**src/sv/heading_hold_pid_mixer_core_assert.svh**
```systemverilog
// ----------------------------------------------------------------------------
// Heading-hold PID mixer assertion macros
// Implication checks, compiled out for synthesis.
// ----------------------------------------------------------------------------
`ifndef HEADING_HOLD_PID_MIXER_CORE_ASSERT_SVH
`define HEADING_HOLD_PID_MIXER_CORE_ASSERT_SVH

`ifndef SYNTHESIS
// same-cycle implication
`define HHPM_ASSERT_IMP(lbl, clk, rstn, ante, cons) \
    lbl: assert property (@(posedge clk) disable iff (!(rstn)) (ante) |-> (cons)) \
        else $error("hhpm assertion failed");
// next-cycle implication
`define HHPM_ASSERT_NXT(lbl, clk, rstn, ante, cons) \
    lbl: assert property (@(posedge clk) disable iff (!(rstn)) (ante) |=> (cons)) \
        else $error("hhpm assertion failed");
`else
`define HHPM_ASSERT_IMP(lbl, clk, rstn, ante, cons)
`define HHPM_ASSERT_NXT(lbl, clk, rstn, ante, cons)
`endif

`endif

```
**src/sv/hhpm_pkg.sv**
```systemverilog
// ----------------------------------------------------------------------------
// Heading-hold PID mixer package
// Beat types, register indexes, request codes and control structs.
// ----------------------------------------------------------------------------
package hhpm_pkg;

    localparam int CFG_IDX_W  = 3;
    localparam int CFG_DATA_W = 27;
    localparam int QUO_W      = 11;   // rounded correction magnitude bits

    // angle constants, 0.01 degree
    localparam logic signed [17:0] ANG_HALF = 18'sd18000;
    localparam logic signed [17:0] ANG_FULL = 18'sd36000;

    // dt handling, ms
    localparam logic [31:0] DT_MIN     = 32'd10;
    localparam logic [31:0] DT_MAX     = 32'd500;
    localparam logic [8:0]  DT_DEFAULT = 9'd100;
    localparam logic [8:0]  DT_FLOOR   = 9'd10;

    // register reset values
    localparam logic [14:0] RST_DEADBAND   = 15'd150;
    localparam logic [16:0] RST_CORR_LIM   = 17'd500;
    localparam logic [26:0] RST_INTEG_LIM  = 27'd8000000;
    localparam logic [19:0] RST_GAIN_P     = 20'd19661;
    localparam logic [19:0] RST_GAIN_I     = 20'd1311;
    localparam logic [19:0] RST_GAIN_D     = 20'd3932;

    typedef enum logic [CFG_IDX_W-1:0] {
        CFG_DEADBAND  = 3'd0,
        CFG_CORR_LIM  = 3'd1,
        CFG_INTEG_LIM = 3'd2,
        CFG_GAIN_P    = 3'd3,
        CFG_GAIN_I    = 3'd4,
        CFG_GAIN_D    = 3'd5,
        CFG_FWD_SWAP  = 3'd6
    } t_cfg_idx;

    typedef enum logic [1:0] {
        REQ_START  = 2'd0,
        REQ_STOP   = 2'd1,
        REQ_UPDATE = 2'd2
    } t_req;

    // spare request code, ignored by the block
    localparam logic [1:0] REQ_UNUSED   = 2'd3;

    localparam logic [1:0] DIR_FORWARD  = 2'd0;
    localparam logic [1:0] DIR_BACKWARD = 2'd1;
    localparam logic [1:0] DIR_OTHER    = 2'd2;
    localparam logic [1:0] DIR_UNUSED   = 2'd3;

    typedef struct packed {
        logic [1:0]         req_type;
        logic signed [15:0] yaw;
        logic [31:0]        now_ms;
        logic [1:0]         direction;
        logic [9:0]         cruise_pwm;
    } t_in_item;

    typedef struct packed {
        logic signed [11:0] left_drive;
        logic signed [11:0] right_drive;
        logic               in_deadband;
    } t_out_item;

    // controller -> datapath
    typedef struct packed {
        logic load;
        logic start;
        logic stop;
        logic prep;
        logic integ;
        logic mul1;
        logic mul2;
        logic nsum;
        logic div_step;
        logic emit;
    } t_cmd;

    // datapath -> controller
    typedef struct packed {
        logic [1:0] req;
        logic       hold_on;
        logic       dir_ok;
        logic       in_db;
        logic       out_free;
    } t_status;

endpackage

```
**src/sv/hhpm_ctrl.sv**
```systemverilog
// ----------------------------------------------------------------------------
// Heading-hold PID mixer controller
// Sequences one item through prepare, then for an update integrate, multiply, divide and mix (deadband: mix only).
// ----------------------------------------------------------------------------
module hhpm_ctrl
    import hhpm_pkg::*;
(
    input  logic    i_clk,
    input  logic    i_rst_n,
    input  logic    i_in_valid,
    input  t_status i_status,
    output logic    o_in_stall,
    output t_cmd    o_cmd
);

    typedef enum logic [7:0] {
        ST_IDLE  = 8'b0000_0001,
        ST_PREP  = 8'b0000_0010,
        ST_INTEG = 8'b0000_0100,
        ST_MUL1  = 8'b0000_1000,
        ST_MUL2  = 8'b0001_0000,
        ST_NSUM  = 8'b0010_0000,
        ST_DIV   = 8'b0100_0000,
        ST_MIX   = 8'b1000_0000
    } t_state;

    t_state           r_state, n_state;
    logic [3:0]       r_cnt, n_cnt;

    // next state and commands
    always_comb begin
        n_state = r_state;
        n_cnt   = r_cnt;
        o_cmd   = '0;
        unique case (r_state)
            ST_IDLE: begin
                if (i_in_valid) begin
                    o_cmd.load = 1'b1;
                    n_state    = ST_PREP;
                end
            end
            ST_PREP: begin
                n_state = ST_IDLE;
                unique case (i_status.req)
                    REQ_START: o_cmd.start = 1'b1;
                    REQ_STOP:  o_cmd.stop  = 1'b1;
                    REQ_UPDATE: begin
                        if (i_status.hold_on && i_status.dir_ok) begin
                            o_cmd.prep = 1'b1;
                            n_state    = i_status.in_db ? ST_MIX : ST_INTEG;
                        end
                    end
                    default: ;
                endcase
            end
            ST_INTEG: begin
                o_cmd.integ = 1'b1;
                n_state     = ST_MUL1;
            end
            ST_MUL1: begin
                o_cmd.mul1 = 1'b1;
                n_state    = ST_MUL2;
            end
            ST_MUL2: begin
                o_cmd.mul2 = 1'b1;
                n_state    = ST_NSUM;
            end
            ST_NSUM: begin
                o_cmd.nsum = 1'b1;
                n_cnt      = 4'(QUO_W - 1);
                n_state    = ST_DIV;
            end
            ST_DIV: begin
                o_cmd.div_step = 1'b1;
                n_cnt          = r_cnt - 4'd1;
                if (r_cnt == 4'd0) begin
                    n_state = ST_MIX;
                end
            end
            ST_MIX: begin
                if (i_status.out_free) begin
                    o_cmd.emit = 1'b1;
                    n_state    = ST_IDLE;
                end
            end
            default: n_state = ST_IDLE;
        endcase
    end

    always_ff @(posedge i_clk) begin
        if (!i_rst_n) begin
            r_state <= ST_IDLE;
            r_cnt   <= '0;
        end else begin
            r_state <= n_state;
            r_cnt   <= n_cnt;
        end
    end

    assign o_in_stall = (r_state != ST_IDLE);

endmodule

```
**config.mk**
```make
export PLATFORM = sky130hd
export DESIGN_NAME = hhpm_ctrl
export DESIGN_NICKNAME = d
export VERILOG_FILES = /design/src/sv/heading_hold_pid_mixer_core_assert.svh /design/src/sv/hhpm_pkg.sv /design/src/sv/hhpm_ctrl.sv
export SDC_FILE = /design/constraint.sdc
export NUM_CORES = 1
export LEC_CHECK = 0
export BUFFER_PORTS_ARGS = -buffer_cell sky130_fd_sc_hd__buf_2
export CAP_MARGIN = 20
export CORE_MARGIN = 2
export CORE_UTILIZATION = 36
export CTS_BUF_LIST = sky130_fd_sc_hd__clkbuf_16
export CTS_CLUSTER_SIZE = 24
export DETAILED_ROUTE_END_ITERATION = 10
export HOLD_SLACK_MARGIN = 0.06
export PLACE_DENSITY = 0.57
export SYNTH_ARGS = -nofsm -noshare
export SYNTH_HDL_FRONTEND = slang
export SYNTH_SLANG_ARGS = --single-unit
```
**constraint.sdc**
```tcl
create_clock -name i_clk -period 2 [get_ports i_clk]
set_input_delay 0.2 -clock i_clk [delete_from_list [all_inputs] [get_ports i_clk]]
set_output_delay 0.2 -clock i_clk [all_outputs]
set_load 0.05 [all_outputs]
```
* Word-level counts from Yosys, hierarchy flattened
Index checks and enable logic that the tools add are counted.
Word-level totals: bits of input ports 9, logic and storage cells 44, register bits after elaboration 12, output and inout bits 11
Operators by class: reductions and logical operators 5, equal/unequal tests 14, muxes and demuxes 22, add/sub/neg operators 1
Operator list (number):
- 8-bit one-hot mux with 8 select lines | 1
- 8-bit two-way mux | 6
- 1-bit two-way mux | 13
- 8-bit by 1-bit equality test with 1-bit output (second input constant) | 1
- 8-bit by 2-bit equality test with 1-bit output (second input constant) | 1
- 8-bit by 3-bit equality test with 1-bit output (second input constant) | 1
- 8-bit by 4-bit equality test with 1-bit output (second input constant) | 1
- 8-bit by 5-bit equality test with 1-bit output (second input constant) | 1
- 8-bit by 6-bit equality test with 1-bit output (second input constant) | 1
- 8-bit by 7-bit equality test with 1-bit output (second input constant) | 1
- 8-bit equality test (second input constant) | 1
- 8-bit by 1-bit != test with 1-bit output (second input constant) | 1
- 4-bit one-hot mux with 2 select lines | 1
- 2-bit != test (second input constant) | 3
- 4-bit zero test | 1
- 4-bit by 1-bit subtractor with 4-bit output (second input constant) | 1
- 3-bit two-way mux | 1
- 3-bit AND reduction | 1
- 2-bit by 1-bit equality test with 1-bit output (second input constant) | 1
- 2-bit equality test (second input constant) | 1
- 2-bit zero test | 1
- 2-bit nonzero test | 1
- 1-bit logical AND | 1

* Longest topological paths before layout
depth after elaboration 4, gate-level depth with buffers 6, depth with buffers taken out 6

* Least setup slack after synthesis
No wires, ideal clock.
path kind register to output, start point register r_state[6], end point output o_cmd[7] in the netlist's numbering, arrival 2385 ps, setup slack -585 ps, stages on the path, launching flop included 5, cell sequence dfxtp_1 buf_6 or4_4 or2_4 nor3b_1
RTL lines:
- from (decl) | RTL line hhpm_ctrl.sv:27 | t_state r_state, n_state;
- from (signal assigned) | RTL line hhpm_ctrl.sv:95 | r_state <= n_state;
- to (decl) | RTL line hhpm_ctrl.sv:13 | output t_cmd o_cmd

==> results.toml <==
[status]
status = "finished with violations"
violations = "negative setup slack"

[power]
combPwrFrac_pct = 21.7
p_seq_share_pct = 31.8
leakage_nw = 0.479
power.switching_w = 0.000213
swShare_pct = 26.8
p_per_area_nw_per_um2 = 738
finalPower_w = 0.000796
p_clk_share_pct = 46.5
ir_worst_vdd_mv = 0.414
p_int_w = 0.000583

[drt]
drtPass1Iterations = 4
via_per_inst = 5.43
ant_nets = 0
dr_total_vias = 766
drt_iter0_drc = 13
route.detailed.drc = 0
wl_per_cell_um = 14.2
totalWireLength_mm = 2.01

[finish]
layout_common_cells = "buf_2 (17), buf_4 (8), dfxtp_1 (8)"
fillCellCount = 205
nNetsFinal = 126
area_growth_pct = 39.3
final_common_cell = "buf_2"
drive_gt1_share_pct = 42.1
diodes = 0

[critical_path]
crit_path_max_fanout = 4
reg2reg_slack_ns = 0.19
reg2reg_from = "r_state[3]"
startpoint = "r_state[0]"
critical_path_arrival_ns = 1.82
cp-start-kind = "register"
end_kind = "output port"
criticalPathCategory = "reg2out"
required_ns = 1.80

[yosys]
syn_area_per_cell_um2 = 8.90
ys_seq_area_share_pct = 31.0
yosysTopAreaCellShare_pct = 31.0
synth_cell_types = 38
syn_inst = 87
async_reset_ff_share_pct = 0
mappedNetlistArea_um2 = 774
synth_area_leader_cell = "dfxtp_1"
synth_fp_nets = 98
ys_top_cells_by_area = "dfxtp_1 (31%), nor4_2 (4.8%), and3b_1 (4.5%)"
ys_warn_count = 0
synthFlopType = "dfxtp_1"
yosys_register_bits = 12
synth_edf_count = 0

[clocking]
cts_sinks = 12
h-tree-depth = 1
clockBufferDepth = 2
cts_root_buf = "clkbuf_16"
cts_hold_buf = 0
clk_pin_slew_ns = 0.04
numCtsBuffers = 3
tritoncts = "built"
clock_latency_ns = 0.24

[timing]
tightest_slew_ns = 0.641
finalHoldViolCount = 0
min_period_ns = 2.02
fmax_mhz = 495
fin_skew_ns = 0.00529
slew_headroom_pct = 57.0
min_period_over_period_pct = 101
rsz0062_at_grt = "yes"
setup_ws_ns = -0.0214
hold_slack_ns = 0.144
finalMaxSlewViolations = 0
setup_viol = 1

[place]
portBuffers = 19
dp_hpwl_mm = 1.48
gp_congestion = 0.847

[die]
io_pins = 20
die_h_um = 50.4
initial_core_util_pct = 38.7
core_area_um2 = 2000
die_w_um = 50.4
die_area_um2 = 2540
fp-row-count = 16

[global_routing]
grt.total_usage_pct = 17.6
grt-ovfl-total = 0
antenna_found_initial = 0
grt_pass1_vias = 773
grt_max_degree = 11
grt_pass1_wl_mm = 3.29

[worst_hold_path]
hold_path.class = "in2reg"
min_from = "i_status[1]"

[flow_run]
drv_cap = 0
## worst paths after layout
path,to,cells after the start
setup / recovery,o_cmd[7],4
hold / removal,r_state[2],2
setup reg to reg,r_state[2],5
hold reg to reg,r_cnt[3],1
## state kept, by name, indices dropped and copies added, names as in the netlist
name and cells:
r_state 8, r_cnt 4
## through the flow
step / area (um^2) / util, % / cells / setup WS, ns / TNS (ns)
finish: 1080 / 53.9 / 141 / -0.0214 / -0.0214
global route: 1080 / 53.9 / 141 / -0.0664 / -0.135
CTS: 1040 / 51.9 / 138 / -0.0304 / -0.0304
detailed placement: 941 / 47.0 / 134 / 0.168 / 0
global placement: 941 / 47.0 / 134 / 0.185 / 0
floorplan: 801 / - / 87 / -0.124 / -0.390
## repair_timing
item                       CTS  global route
gates resized for setup      6             6
buffers inserted             0             3
pin swaps                    0             3
setup endpoints to repair    3             4
## final cells by class
type                       instances  area (um^2)  area share, %
clock buffer                       3         75.1           6.96
clock inverter                     1         3.75          0.348
inverter                           6         22.5           2.09
multi-input combinational         65          528           49.0
sequential                        12          248           23.0
tap                               27         33.8           3.13
timing repair buffer              27          168           15.5
## cell usage after synthesis, drive strengths merged, types with 3 or more instances
cell,number
inv,6
dfxtp,12
buf,3
nor4,3
xor2,3
nor3,7
nand2,4
nor2,6
and3b,4
nor4b,3
## power groups by stage
stage / Combinational, W / Clock (W) / Sequential, W
after floorplan: 0.000103 / 0 / 0.000260
after global placement: 0.000152 / 0 / 0.000258
after detailed placement: 0.000154 / 0 / 0.000258
after CTS: 0.000156 / 0.000373 / 0.000254
after global routing: 0.000185 / 0.000394 / 0.000253
final: 0.000173 / 0.000370 / 0.000253
## worst max-delay path, cell delays in order (launching register included)
cell     delay [ns]
dfxtp_4        0.35
or4_4          0.57
or2_4          0.28
nor3b_4        0.20
buf_6          0.18
## per-layer routing
metal | vias up | global-route usage (%) | wire length (um)
met1 | 354 | 20.2 | 896
met3 | 8 | 4.17 | 106
li1 | 381 | - | -
met4 | 0 | 10.8 | 59
met5 | - | 0 | 0
met2 | 23 | 29.2 | 947
## logic make-up after synthesis
logic type | synth area share (%)
fa+ha+maj | 3.23
simple gates | 40.2
compound gates | 15.8
flops | 31.0
xor+xnor | 3.39
buf+inv | 6.30
Note: power is estimated with default switching activity, not from simulation.
